### src/rtl/rcfd_pkg.sv
// Shared types and constants of the remote command frame decoder.
package rcfd_pkg;

	localparam int FRAME_LENGTH = 7;
	localparam int SCAN_LIMIT   = 8;
	localparam int CELLS        = FRAME_LENGTH - 1;
	localparam int POS_W        = 5;
	localparam logic [POS_W-1:0] POS_MAX   = '1;
	localparam logic [POS_W-1:0] POS_FIRST = POS_W'(FRAME_LENGTH - 1);
	localparam logic [POS_W-1:0] POS_LAST  = POS_W'(FRAME_LENGTH - 1 + SCAN_LIMIT);

	localparam logic [7:0] HEAD_MARK = 8'h5A;
	localparam logic [7:0] TAIL_MARK = 8'hA5;
	localparam logic [7:0] HOLD_BIT  = 8'h02;

	localparam logic signed [7:0] TRIM_LIMIT = 8'sd100;

	// message identifiers
	localparam logic [7:0] MSG_STICKS = 8'd1;
	localparam logic [7:0] MSG_STATUS = 8'd2;
	localparam logic [7:0] MSG_TRIM   = 8'd3;
	localparam logic [7:0] MSG_HOLD   = 8'd4;

	// sub-codes
	localparam logic [7:0] ATT_OFF         = 8'd0;
	localparam logic [7:0] ATT_ON          = 8'd1;
	localparam logic [7:0] TRIM_PITCH_DOWN = 8'd1;
	localparam logic [7:0] TRIM_PITCH_UP   = 8'd2;
	localparam logic [7:0] TRIM_ROLL_UP    = 8'd3;
	localparam logic [7:0] TRIM_ROLL_DOWN  = 8'd4;
	localparam logic [7:0] HOLD_RELEASE    = 8'd0;
	localparam logic [7:0] HOLD_ENGAGE     = 8'd1;

	typedef struct packed {
		logic [7:0]         rx_byte;
		logic               buffer_end;
		logic [15:0]        throttle_now;
		logic [15:0]        height_now_mm;
		logic signed [15:0] altitude_now;
	} link_item_t;

	typedef struct packed {
		logic               frame_ok;
		logic [7:0]         message_id;
		logic [31:0]        sticks;
		logic [7:0]         status_byte;
		logic               attitude_enable;
		logic signed [7:0]  pitch_trim;
		logic signed [7:0]  roll_trim;
		logic               hold_enable;
		logic [15:0]        hold_base_throttle;
		logic [15:0]        hold_target_height;
		logic signed [15:0] hold_target_altitude;
		logic               hold_pid_clear;
	} result_item_t;

	// window as seen after the current byte is shifted in
	typedef struct packed {
		logic [7:0] head;
		logic [7:0] id;
		logic [7:0] p1;
		logic [7:0] p2;
		logic [7:0] p3;
		logic [7:0] p4;
		logic [7:0] tail;
	} frame_view_t;

endpackage

### src/rtl/rcfd_link_if.sv
// Input channel of the decoder: one received link byte and sensor values per item.
interface rcfd_link_if import rcfd_pkg::*; ();
	logic       valid;
	logic       ready;
	link_item_t data;

	modport source(output valid, output data, input ready);
	modport sink(input valid, input data, output ready);
endinterface

### src/rtl/rcfd_result_if.sv
// Output channel of the decoder: one result item per accepted byte.
interface rcfd_result_if import rcfd_pkg::*; ();
	logic         valid;
	logic         ready;
	result_item_t data;

	modport source(output valid, output data, input ready);
	modport sink(input valid, input data, output ready);
endinterface

### src/rtl/rcfd_cell.sv
// One byte cell of the receive window shift chain.
module rcfd_cell import rcfd_pkg::*; (
	input  logic       clk,
	input  logic       arst_n,
	input  logic       shift,
	input  logic       clear,
	input  logic [7:0] d,
	output logic [7:0] q
);

	logic [7:0] byte_q;

	always_ff @(posedge clk or negedge arst_n) begin
		if (!arst_n) begin
			byte_q <= '0;
		end else if (clear) begin
			byte_q <= '0;
		end else if (shift) begin
			byte_q <= d;
		end
	end

	assign q = byte_q;

endmodule

### src/rtl/rcfd_cmd.sv
// Frame acceptance, buffer tracking and command state of the decoder.
module rcfd_cmd import rcfd_pkg::*; (
	input  logic         clk,
	input  logic         arst_n,
	input  logic         fire,
	input  link_item_t   item,
	input  frame_view_t  frame,
	output result_item_t res
);

	logic [POS_W-1:0]   pos_q, pos_n;
	logic               taken_q, taken_n;
	logic [31:0]        sticks_q, sticks_n;
	logic [7:0]         status_q, status_n;
	logic               att_q, att_n;
	logic signed [7:0]  pitch_q, pitch_n;
	logic signed [7:0]  roll_q, roll_n;
	logic               hold_q, hold_n;
	logic [15:0]        thr_q, thr_n;
	logic [15:0]        hgt_q, hgt_n;
	logic signed [15:0] alt_q, alt_n;
	logic               hit;
	logic               pid_clear;

	always_comb begin
		pos_n     = pos_q;
		taken_n   = taken_q;
		sticks_n  = sticks_q;
		status_n  = status_q;
		att_n     = att_q;
		pitch_n   = pitch_q;
		roll_n    = roll_q;
		hold_n    = hold_q;
		thr_n     = thr_q;
		hgt_n     = hgt_q;
		alt_n     = alt_q;
		pid_clear = 1'b0;

		hit = !taken_q && (pos_q >= POS_FIRST) && (pos_q < POS_LAST) &&
			(frame.head == HEAD_MARK) && (frame.tail == TAIL_MARK);

		if (hit) begin
			taken_n = 1'b1;
			case (frame.id)
				MSG_STICKS: begin
					sticks_n = {frame.p1, frame.p2, frame.p3, frame.p4};
				end
				MSG_STATUS: begin
					status_n = frame.p1;
					if (frame.p1 == ATT_ON) begin
						att_n = 1'b1;
					end else if (frame.p1 == ATT_OFF) begin
						att_n = 1'b0;
					end
				end
				MSG_TRIM: begin
					case (frame.p1)
						TRIM_PITCH_DOWN: begin
							if (pitch_q != -TRIM_LIMIT) pitch_n = pitch_q - 8'sd1;
						end
						TRIM_PITCH_UP: begin
							if (pitch_q != TRIM_LIMIT) pitch_n = pitch_q + 8'sd1;
						end
						TRIM_ROLL_UP: begin
							if (roll_q != TRIM_LIMIT) roll_n = roll_q + 8'sd1;
						end
						TRIM_ROLL_DOWN: begin
							if (roll_q != -TRIM_LIMIT) roll_n = roll_q - 8'sd1;
						end
						default: begin
						end
					endcase
				end
				MSG_HOLD: begin
					if (frame.p1 == HOLD_ENGAGE && !hold_q) begin
						hold_n   = 1'b1;
						status_n = status_q | HOLD_BIT;
						thr_n    = item.throttle_now;
						hgt_n    = item.height_now_mm;
						alt_n    = item.altitude_now;
					end else if (frame.p1 == HOLD_RELEASE && hold_q) begin
						hold_n    = 1'b0;
						status_n  = status_q & ~HOLD_BIT;
						thr_n     = '0;
						hgt_n     = '0;
						alt_n     = '0;
						pid_clear = 1'b1;
					end
				end
				default: begin
				end
			endcase
		end

		if (pos_q != POS_MAX) pos_n = pos_q + POS_W'(1);

		// next buffer starts fresh
		if (item.buffer_end) begin
			pos_n   = '0;
			taken_n = 1'b0;
		end

		res.frame_ok             = hit;
		res.message_id           = hit ? frame.id : 8'd0;
		res.sticks               = sticks_n;
		res.status_byte          = status_n;
		res.attitude_enable      = att_n;
		res.pitch_trim           = pitch_n;
		res.roll_trim            = roll_n;
		res.hold_enable          = hold_n;
		res.hold_base_throttle   = thr_n;
		res.hold_target_height   = hgt_n;
		res.hold_target_altitude = alt_n;
		res.hold_pid_clear       = pid_clear;
	end

	always_ff @(posedge clk or negedge arst_n) begin
		if (!arst_n) begin
			pos_q    <= '0;
			taken_q  <= 1'b0;
			sticks_q <= '0;
			status_q <= '0;
			att_q    <= 1'b0;
			pitch_q  <= '0;
			roll_q   <= '0;
			hold_q   <= 1'b0;
			thr_q    <= '0;
			hgt_q    <= '0;
			alt_q    <= '0;
		end else if (fire) begin
			pos_q    <= pos_n;
			taken_q  <= taken_n;
			sticks_q <= sticks_n;
			status_q <= status_n;
			att_q    <= att_n;
			pitch_q  <= pitch_n;
			roll_q   <= roll_n;
			hold_q   <= hold_n;
			thr_q    <= thr_n;
			hgt_q    <= hgt_n;
			alt_q    <= alt_n;
		end
	end

	a_taken_after_hit: assert property (@(posedge clk) disable iff (!arst_n)
		fire && hit && !item.buffer_end |=> taken_q)
		else $error("frame accepted but buffer not marked taken");

	a_buffer_restart: assert property (@(posedge clk) disable iff (!arst_n)
		fire && item.buffer_end |=> pos_q == '0 && !taken_q)
		else $error("buffer end did not restart tracking");

	a_trim_range: assert property (@(posedge clk) disable iff (!arst_n)
		pitch_q <= TRIM_LIMIT && pitch_q >= -TRIM_LIMIT &&
		roll_q <= TRIM_LIMIT && roll_q >= -TRIM_LIMIT)
		else $error("trim outside saturation range");

	a_release_clears: assert property (@(posedge clk) disable iff (!arst_n)
		fire && pid_clear |=> !hold_q && thr_q == '0 && hgt_q == '0 && alt_q == '0)
		else $error("hold release left latched state");

endmodule

### src/rtl/remote_command_frame_decoder.sv
// Top level of the remote command frame decoder: window cell chain and result register.
//
// Usage:
//   link   - sink channel; each item carries one received byte, a buffer_end
//            flag and the current throttle, height and altitude readings.
//   result - source channel; exactly one result item per accepted link item,
//            showing frame_ok/message_id for that byte and the command state
//            after it (sticks, status, trims, hold latches, PID clear pulse).
// The result of a byte is registered and appears in the cycle after it is accepted.
// Throughput: one byte per cycle while results are drained; the window is a chain
//   of six byte cells that shift together, and the decision uses the chain plus
//   the new byte in the same cycle, so nothing loops back across items.
// Stall: a single output register holds the pending result; link.ready stays
//   high while that register is empty or being drained, so a new byte is
//   taken in the same cycle the old result leaves.
// Reset: arst_n clears the window, buffer position, taken flag, all command
//   state and the output valid; link.ready is high coming out of reset.
// A byte flagged buffer_end is decoded normally, then the window, position
//   and taken flag are cleared for the next buffer.
module remote_command_frame_decoder import rcfd_pkg::*; (
	input  logic          clk,
	input  logic          arst_n,
	rcfd_link_if.sink     link,
	rcfd_result_if.source result
);

	logic         fire;
	logic         out_valid_q;
	result_item_t res_q;
	result_item_t res_next;
	logic [7:0]   cell_d [CELLS];
	logic [7:0]   cell_q [CELLS];
	frame_view_t  frame;

	// input side keeps moving while the result slot is empty or frees this cycle
	assign link.ready = !out_valid_q || result.ready;
	assign fire       = link.valid && link.ready;

	// cell k takes its right neighbor; the last cell takes the new byte
	genvar k;
	generate
		for (k = 0; k < CELLS; k++) begin : g_cell
			if (k == CELLS - 1) begin : g_tail
				assign cell_d[k] = link.data.rx_byte;
			end else begin : g_body
				assign cell_d[k] = cell_q[k+1];
			end

			rcfd_cell u_cell (
				.clk    (clk),
				.arst_n (arst_n),
				.shift  (fire),
				.clear  (fire && link.data.buffer_end),
				.d      (cell_d[k]),
				.q      (cell_q[k])
			);
		end
	endgenerate

	// window after this byte: oldest cell becomes the head, new byte the tail
	assign frame.head = cell_q[0];
	assign frame.id   = cell_q[1];
	assign frame.p1   = cell_q[2];
	assign frame.p2   = cell_q[3];
	assign frame.p3   = cell_q[4];
	assign frame.p4   = cell_q[5];
	assign frame.tail = link.data.rx_byte;

	rcfd_cmd u_cmd (
		.clk    (clk),
		.arst_n (arst_n),
		.fire   (fire),
		.item   (link.data),
		.frame  (frame),
		.res    (res_next)
	);

	always_ff @(posedge clk or negedge arst_n) begin
		if (!arst_n) begin
			out_valid_q <= 1'b0;
		end else if (fire) begin
			out_valid_q <= 1'b1;
		end else if (result.ready) begin
			out_valid_q <= 1'b0;
		end
	end

	always_ff @(posedge clk) begin
		if (fire) begin
			res_q <= res_next;
		end
	end

	assign result.valid = out_valid_q;
	assign result.data  = res_q;

endmodule
### src/flat_wrapper.sv
// flat-port wrapper written by rule: the top's interface ports become plain ports
module remote_command_frame_decoder_flat import rcfd_pkg::*;
  (clk, arst_n, link_valid, link_data, link_ready, result_valid, result_data, result_ready);
  rcfd_link_if link_i ();
  rcfd_result_if result_i ();
  input  logic clk;
  input  logic arst_n;
  input wire logic [$bits(link_i.valid)-1:0] link_valid;
  input wire logic [$bits(link_i.data)-1:0] link_data;
  output wire logic [$bits(link_i.ready)-1:0] link_ready;
  output wire logic [$bits(result_i.valid)-1:0] result_valid;
  output wire logic [$bits(result_i.data)-1:0] result_data;
  input wire logic [$bits(result_i.ready)-1:0] result_ready;
  assign link_i.valid = link_valid;
  assign link_i.data = link_data;
  assign link_ready = link_i.ready;
  assign result_valid = result_i.valid;
  assign result_data = result_i.data;
  assign result_i.ready = result_ready;
  remote_command_frame_decoder u_core (.clk(clk), .arst_n(arst_n), .link(link_i), .result(result_i));
endmodule
### config.mk
export PLATFORM = sky130hd
export DESIGN_NAME = remote_command_frame_decoder_flat
export DESIGN_NICKNAME = d
export VERILOG_FILES = /design/src/rtl/rcfd_pkg.sv /design/src/rtl/rcfd_link_if.sv /design/src/rtl/rcfd_result_if.sv /design/src/rtl/rcfd_cell.sv /design/src/rtl/rcfd_cmd.sv /design/src/rtl/remote_command_frame_decoder.sv /design/src/flat_wrapper.sv
export SDC_FILE = /design/constraint.sdc
export NUM_CORES = 1
export LEC_CHECK = 0
export BUFFER_PORTS_ARGS = -buffer_cell sky130_fd_sc_hd__buf_2
export CAP_MARGIN = 20
export CORE_ASPECT_RATIO = 0.8
export CORE_MARGIN = 4
export CORE_UTILIZATION = 62
export DETAILED_ROUTE_END_ITERATION = 16
export PLACE_DENSITY = 0.85
export SYNTH_ARGS = -nofsm -noshare
export SYNTH_HDL_FRONTEND = slang
export SYNTH_SLANG_ARGS = --single-unit
### constraint.sdc
create_clock -name clk -period 7.8 [get_ports clk]
set_input_delay 0.78 -clock clk [delete_from_list [all_inputs] [get_ports clk]]
set_output_delay 0.78 -clock clk [all_outputs]
set_load 0.01 [all_outputs]
# Word level (Yosys, flattened, before mapping)
# Index checks and enable logic that the tools add are counted.
[word_totals]
word_cells = 129
out_inout_bits = 118
input_bits = 61
register_bits = 277
[classes]
n_lt_le_gt_ge = 2
n_bitwise = 2
reduce_logical = 20
eq_ne = 15
n_mux = 55
n_addsub = 5
[op_table]
columns = ["operator", "n"]
rows = [
  ["$mux W16", 12],
  ["$mux W8", 21],
  ["$mux W32", 2],
  ["$pmux W8 S2", 3],
  ["$eq A8 B2 Y1 const B", 4],
  ["$ne A8 B8 Y1 const B", 4],
  ["$add A8 B2 Y8 const B", 2],
  ["$eq A8 B1 Y1 const B", 2],
  ["$eq A8 B3 Y1 const B", 2],
  ["$sub A8 B2 Y8 const B", 2],
  ["$mux W1", 13],
  ["$mux W5", 2],
  ["$eq A8 B7 Y1 const B", 1],
  ["$eq A8 B8 Y1 const B", 1],
  ["$logic_and A1 B1 Y1", 8],
  ["$logic_not A8 Y1", 1],
  ["$reduce_bool A2 Y1", 4],
  ["$add A5 B1 Y5 const B", 1],
  ["$ge A5 B3 Y1 const B", 1],
  ["$lt A5 B4 Y1 const B", 1],
  ["$ne A5 B5 Y1 const B", 1],
  ["$mux W2", 2],
  ["$reduce_and A2 Y1", 2],
  ["$logic_not A1 Y1", 3],
  ["other kinds (3)", 4],
]

# Logic depth before layout (Yosys ltp)
# Gate-level depths: netlist (run 1).
[depth]
depth_word = 7
ltp_mapped = 9
depth_no_buf = 8

# Modules after synthesis
# A second synthesis (run 1) with hierarchy kept.
[hier_totals]
cells_unflattened = 1026
hier_area_um2 = 12532.0
[modules_own_cells]
columns = ["module", "n_inst", "area_each_um2", "seq_area_each_um2", "cells_per_inst"]
rows = [
  ["rcfd_cmd", 1, 7039.3, 2802.7, 749],
  ["remote_command_frame_decoder", 1, 3540.9, 3508.4, 121],
  ["rcfd_cell", 6, 325.3, 200.2, 26],
]

# Worst setup path after synthesis (run 1)
# No wires, ideal clock.
[synth_timing]
path_type = "in2reg"
from = "input result_ready"
to = "register u_core.u_cmd.taken_q"
slack_ns = 2.793
path_stages = 5
arrival_ns = 4.705
setup_time_ns = 0.302
n_path_buf = 1
required_time_ns = 7.498
cell_sequence = "nand2b_1 -> nand2_1 -> clkinv_1 -> clkbuf_1 -> a21oi_1"
[synth_via]
elab_chain_len = 3
[synth_rtl]
columns = ["element", "line", "text"]
rows = [
  ["start: declaration", "flat_wrapper.sv:13", "input wire logic [$bits(result_i.ready)-1:0] result_ready;"],
  ["$logic_or A1 B1 Y1", "remote_command_frame_decoder.sv:36", "assign link.ready = !out_valid_q || result.ready;"],
  ["$logic_and A1 B1 Y1", "remote_command_frame_decoder.sv:37", "assign fire = link.valid && link.ready;"],
  ["named net u_core.fire", "remote_command_frame_decoder.sv:27", "logic fire;"],
  ["$reduce_and A2 Y1 (no source line)", "n/a", ""],
  ["end signal: assignment", "rcfd_cmd.sv:132", "taken_q <= taken_n;"],
  ["end: declaration", "rcfd_cmd.sv:12", "logic taken_q, taken_n;"],
]
# The timed path passes the listed nets, and every way through them passes these cells.
# A chain may end at the register's enable or synchronous reset.

==> results.json, run 1 <==
{
  "ys.warnings.count": 0,
  "fin_skew_ns": 0.0195,
  "die_h_um": 135,
  "synth_top_area_share": 0.321,
  "port_buffers": 178,
  "grt_antenna_before_repair": 0,
  "max_freq_ghz": 0.251,
  "cp_num_buf_inv": 0,
  "max_slew_margin": 0.271,
  "hpwl_um": 18200,
  "place_congestion": 0.919,
  "worstHoldPathType": "input port to async pin",
  "r2r_end": "u_core.result.data[24]",
  "ios": 179,
  "fin_setup_tns_ns": 0,
  "netlist_instances": 1067,
  "slowest_stage": "or2_2",
  "irDropWorstVdd_uv": 196,
  "ant_nets": 0,
  "clockRootBuffer": "clkbuf_16",
  "core_sq_mm": 0.0199,
  "synth_flop_cell": "dfrtp_1",
  "reg2reg_depth": 5,
  "wire_per_inst_um": 19.8,
  "start_kind": "flop",
  "worstMarginPinSlew_ns": 1.09,
  "netlist_area_sq_mm": 0.0125,
  "synth.yosys.seq_area_share": 0.599,
  "num_rows": 46,
  "cts_buffers": 27,
  "r2r_slack_ns": 3.82,
  "max_stage_delay_ns": 0.98,
  "maxCapViolations": 0,
  "grt_max_degree": 97,
  "vias_per_cell": 6.20,
  "htree_levels": 1,
  "ys_top_cells_by_area": "dfrtp_1 (32%), edfxtp_1 (28%), mux2_2 (7.3%)",
  "async_flop_share": 0.581,
  "r2r-start": "u_core.g_cell[2].u_cell.q[1]",
  "num_vias": 9248,
  "status": "completed",
  "fillers": 1346,
  "synth_edf_count": 116,
  "synth.most_common_cell": "dfrtp_1",
  "seqCellArea_sq_mm": 0.00751,
  "p_leak_nw": 6.66,
  "diodes": 0,
  "drive_above_1_share": 0.271,
  "drtIter0Drc": 998,
  "cts_sinks": 277,
  "grt_pass1_wl_um": 46800,
  "final_nets": 1274,
  "cts_tree": "done",
  "start_util": 0.631,
  "ys_seq_elements": 277,
  "insertion_delay_ns": 0.55,
  "setup_viol": 0,
  "slew_viol_final": 0,
  "area_growth_pct": 15.8,
  "stdcell_count": 1491,
  "path_max_fanout": 49,
  "cts_resized": 0,
  "first_global_vias": 8962,
  "rsz0062_at_grt": "no",
  "multi_input_area_sq_mm": 0.00448,
  "dp.cells": 1439,
  "fp.dieArea_sq_mm": 0.0226,
  "layout_min_cycle_time_ns": 3.98,
  "required_ns": 8.08,
  "arrival_ns": 4.26,
  "hold_viol_final": 0,
  "yosys.cell_types.count": 74,
  "gr-usage-all-layers": 0.253,
  "clk_pin_slew_ns": 0.06,
  "path_class": "flop to flop",
  "end_kind": "flop",
  "synth_top_area_cell": "dfrtp_1",
  "power_density_mw_per_mm2": 217,
  "firstDrtPassIters": 5,
  "cts.path.max_buffers": 3,
  "postCtsHoldBufs": 0,
  "synth_area_per_cell_sq_um": 11.7,
  "totalWireLength_um": 29500,
  "grt_overflow_total": 0,
  "path_cells": "nor4_2 -> and2_0 -> nand3_2 -> or2_2 -> a22o_1",
  "yosys-top-cells-count": "dfrtp_1 (161), nand2_1 (120), edfxtp_1 (116)",
  "synth_nets": 1135,
  "post_cts_buffers": 0,
  "die_w_um": 167,
  "cp_top_family": "simple AND/OR/NAND/NOR gates",
  "drc": 0,
  "fin_crit_sh": 0.510
}
[logic make-up after synthesis]
family	count (synthesis)	synth area share
AND/OR/NAND/NOR	315	0.143
adder cells (fa/ha/maj)	7	0.00699
buffers and inverters	139	0.0454
AO/OA/AOI/OAI	231	0.119
XOR/XNOR	14	0.00978
multiplexers	84	0.0758
flip-flops	277	0.599
[worst max-delay path by stage]
| stage | startpoint | endpoint | slack (ns) | depth (start not counted) |
|---|---|---|---|---|
| 2_1_floorplan | result_ready | u_core.u_cmd.taken_q | 2.79 | 5 |
| 3_3_place_gp | link_data[55] | u_core.u_cmd.hgt_q[9] | 3.92 | 7 |
| 3_5_place_dp | link_data[55] | u_core.u_cmd.thr_q[5] | 3.75 | 7 |
| 4_1_cts | u_core.g_cell[2].u_cell.q[1] | u_core.result.data[24] | 3.90 | 5 |
| 5_1_grt | u_core.g_cell[2].u_cell.q[1] | u_core.result.data[33] | 3.67 | 5 |
| 6_report | u_core.g_cell[2].u_cell.q[1] | u_core.result.data[24] | 3.82 | 5 |
[flip-flops by register name (all words and copies together), names as in the netlist]
name	cells
u_core.u_cmd.thr_q	16
u_core.u_cmd.taken_q	1
u_core.u_cmd.pitch_q	8
u_core.result.data	116
u_core.u_cmd.hgt_q	16
u_core.u_cmd.alt_q	16
u_core.u_cmd.status_q	8
u_core.u_cmd.att_q	1
u_core.u_cmd.roll_q	8
u_core.result.valid	1
u_core.u_cmd.sticks_q	32
u_core.g_cell.u_cell.q	48
u_core.u_cmd.pos_q	5
u_core.u_cmd.hold_q	1
[through the flow]
step / util / instance area, sq um / worst slack (ns) / hold WS (ns) / power [mW]
after floorplan: - / 12500 / 2.79 / 0.430 / 1.71
after global placement: 0.680 / 13500 / 3.92 / 0.443 / 1.79
after detailed placement: 0.680 / 13500 / 3.75 / 0.449 / 1.79
after CTS: 0.729 / 14500 / 3.90 / 0.321 / 3.17
after global routing: 0.731 / 14500 / 3.67 / 0.363 / 3.26
final: 0.731 / 14500 / 3.82 / 0.287 / 3.16
[metal layers]
| layer | GRT usage | vias up | wire (um) |
|---|---|---|---|
| met5 | 0 | - | 0 |
| met4 | 0.0781 | 0 | 876 |
| met3 | 0.0373 | 71 | 2050 |
| met2 | 0.408 | 423 | 14300 |
| met1 | 0.363 | 4603 | 12300 |
| li1 | - | 4151 | - |
[placed cells by master, fill, tap and decap left out, drive strengths merged, types with 7 or more instances in the layout]
cell type    n
o22ai       11
o21ai      119
nor2b        8
buf        188
nand2      121
clkinv       9
edfxtp     116
nand3b      50
a22o        55
dfrtp      161
nor2        16
xnor2       10
nand3       19
clkbuf      32
and3        16
ha           7
nor3        19
mux2        84
nor4        17
nand2b       8
inv         63
a21oi       11
[layout make-up]
cell class	count	share of cell area
Sequential cell	277	0.517
Multi-Input combinational cell	651	0.308
Clock inverter	18	0.0165
Tap cell	264	0.0227
Clock buffer	32	0.0499
Inverter	61	0.0161
Timing Repair Buffer	188	0.0692
[power by group]
part	switching, mW	total [mW]	internal [mW]
Clock	0.555	1.39	0.835
Sequential	0.0336	1.60	1.56
Combinational	0.116	0.170	0.0541
No activity file was read; power rests on OpenSTA's default activity.
==> inputs of run 2 (changes only) <==
--- a/config.mk
+++ b/config.mk
@@ -9,9 +9,9 @@
 export CAP_MARGIN = 20
 export CORE_ASPECT_RATIO = 0.8
 export CORE_MARGIN = 4
-export CORE_UTILIZATION = 62
+export CORE_UTILIZATION = 57
 export DETAILED_ROUTE_END_ITERATION = 16
-export PLACE_DENSITY = 0.85
+export PLACE_DENSITY = 0.79
 export SYNTH_ARGS = -nofsm -noshare
 export SYNTH_HDL_FRONTEND = slang
 export SYNTH_SLANG_ARGS = --single-unit
==> constraint.sdc (replaced) <==
create_clock -name clk -period 4.1 [get_ports clk]
set_input_delay 0.41 -clock clk [delete_from_list [all_inputs] [get_ports clk]]
set_output_delay 0.41 -clock clk [all_outputs]
set_load 0.01 [all_outputs]
==> results.json, run 2 (synthesis gave the netlist of run 1 again) <==
{
  "hold_viol_final": 12,
  "violations": "hold timing",
  "layout_min_cycle_time_ns": 3.28,
  "required_ns": 4.37,
  "path_cells": "nor4_2 -> and2_0 -> nand3_2 -> buf_4 -> or2_2 -> a22o_1",
  "start_kind": "flop",
  "r2r_end": "u_core.result.data[46]",
  "first_global_vias": 8862,
  "core_sq_mm": 0.0216,
  "gr-usage-all-layers": 0.234,
  "totalWireLength_um": 29200,
  "power_density_mw_per_mm2": 408,
  "arrival_ns": 3.55,
  "clockRootBuffer": "clkbuf_16",
  "insertion_delay_ns": 0.53,
  "fin_ws_ns": 0.816,
  "largest_reg_flops": 116,
  "status": "finished, violations left",
  "switchingPower_mw": 1.30,
  "cp_num_buf_inv": 1,
  "max_freq_ghz": 0.305,
  "reg2reg_depth": 6,
  "fin_skew_ns": 0.0137,
  "r2r_slack_ns": 0.82,
  "worstHoldPathType": "input port to async pin",
  "cp-endpoint": "u_core.result.data[46]",
  "seqPwrFrac": 0.513,
  "port_buffers": 178,
  "diodes": 0,
  "final_nets": 1278,
  "drive_above_1_share": 0.272,
  "die_w_um": 174,
  "cts_resized": 0,
  "ios": 179,
  "drc": 0,
  "grt_pass1_wl_um": 47200,
  "p_int_mw": 4.61,
  "cts.path.max_buffers": 3,
  "grt_overflow_total": 0,
  "worstSetupStartpoint": "u_core.g_cell[2].u_cell.q[1]",
  "max_slew_margin": 0.318,
  "pwr-share-clk": 0.431,
  "max_stage_delay_ns": 0.71,
  "p_leak_nw": 6.65,
  "num_rows": 48,
  "post-place-ws_ns": 0.892,
  "cts_buffers": 27,
  "cts_tree": "done",
  "worstMarginPinSlew_ns": 1.02,
  "irDropWorstVdd_uv": 338,
  "hpwl_um": 18500,
  "drtIter0Drc": 903,
  "slew_viol_final": 0,
  "num_vias": 8939,
  "fp.dieArea_sq_mm": 0.0244,
  "cts_sinks": 277,
  "place_congestion": 0.899,
  "vias_per_cell": 5.94,
  "cp_top_family": "simple AND/OR/NAND/NOR gates",
  "rsz0062_at_grt": "no",
  "end_kind": "flop",
  "area_growth_pct": 15.6,
  "grt_max_degree": 90,
  "r2r-start": "u_core.g_cell[2].u_cell.q[1]",
  "postCtsHoldBufs": 0,
  "path_max_fanout": 49,
  "most-common-layout-cells": "buf_2 (177), dfrtp_1 (161), nand2_1 (119), edfxtp_1 (116), o21ai_0 (111)",
  "path_class": "flop to flop",
  "swShare": 0.220,
  "die_h_um": 141,
  "start_util": 0.580,
  "fillers": 1647,
  "wire_per_inst_um": 19.4,
  "grt_antenna_before_repair": 1,
  "clk_pin_slew_ns": 0.06,
  "fin_setup_tns_ns": 0,
  "firstDrtPassIters": 6,
  "fin_crit_sh": 0.801,
  "htree_levels": 1,
  "maxCapViolations": 0,
  "final_common_cell": "buf_2",
  "post_cts_buffers": 0,
  "crit_cells": 6,
  "power_frac_comb": 0.055,
  "slowest_stage": "or2_2",
  "setup_viol": 0,
  "hold_ws_ns": -0.0373,
  "ant_nets": 0
}
-- run 2: power groups by stage --
stage,combinational (mW),clock (mW),sequential [mW]
6_report,0.326,2.55,3.03
5_1_grt,0.365,2.71,3.04
4_1_cts,0.331,2.59,3.03
3_5_place_dp,0.328,0,3.09
3_3_place_gp,0.322,0,3.09
2_1_floorplan,0.145,0,3.09
-- run 2: metrics by stage --
step | instance area, sq um | std cells | hold slack (ns) | power, mW | utilization
2_1_floorplan | 12500 | 1067 | 0.114 | 3.24 | -
5_1_grt | 14500 | 1505 | 0.0374 | 6.11 | 0.670
3_3_place_gp | 13600 | 1455 | 0.442 | 3.41 | 0.628
6_report | 14500 | 1505 | -0.0373 | 5.91 | 0.670
3_5_place_dp | 13600 | 1455 | 0.448 | 3.42 | 0.628
4_1_cts | 14500 | 1504 | 0.0137 | 5.96 | 0.670
-- run 2: layout make-up --
class	instances	area, sq um	share of cell area
clock buffers	32	704	0.0486
multi-input cells	651	4480	0.309
inverters	61	234	0.0161
repair buffers	192	1010	0.0699
clock inverters	17	206	0.0142
well taps	275	344	0.0237
flip-flops and latches	277	7510	0.518
-- run 2: worst min-delay path by stage --
| stage | slack [ns] | end | depth (start not counted) |
|---|---|---|---|
| 2_1_floorplan | 0.11 | u_core.g_cell[0].u_cell.q[0] | 0 |
| 3_3_place_gp | 0.44 | u_core.g_cell[0].u_cell.q[1] | 2 |
| 5_1_grt | 0.04 | u_core.u_cmd.pitch_q[0] | 1 |
| 6_report | -0.04 | u_core.u_cmd.roll_q[6] | 1 |
| 4_1_cts | 0.01 | u_core.u_cmd.pitch_q[0] | 1 |
| 3_5_place_dp | 0.45 | u_core.g_cell[0].u_cell.q[1] | 2 |
-- run 2: layer usage --
| layer | vias up | routed length (um) | track usage |
|---|---|---|---|
| li1 | 4151 | - | - |
| met1 | 4410 | 12700 | 0.346 |
| met2 | 319 | 13700 | 0.365 |
| met3 | 57 | 2010 | 0.0397 |
| met4 | 2 | 726 | 0.0641 |
| met5 | - | 13 | 0 |
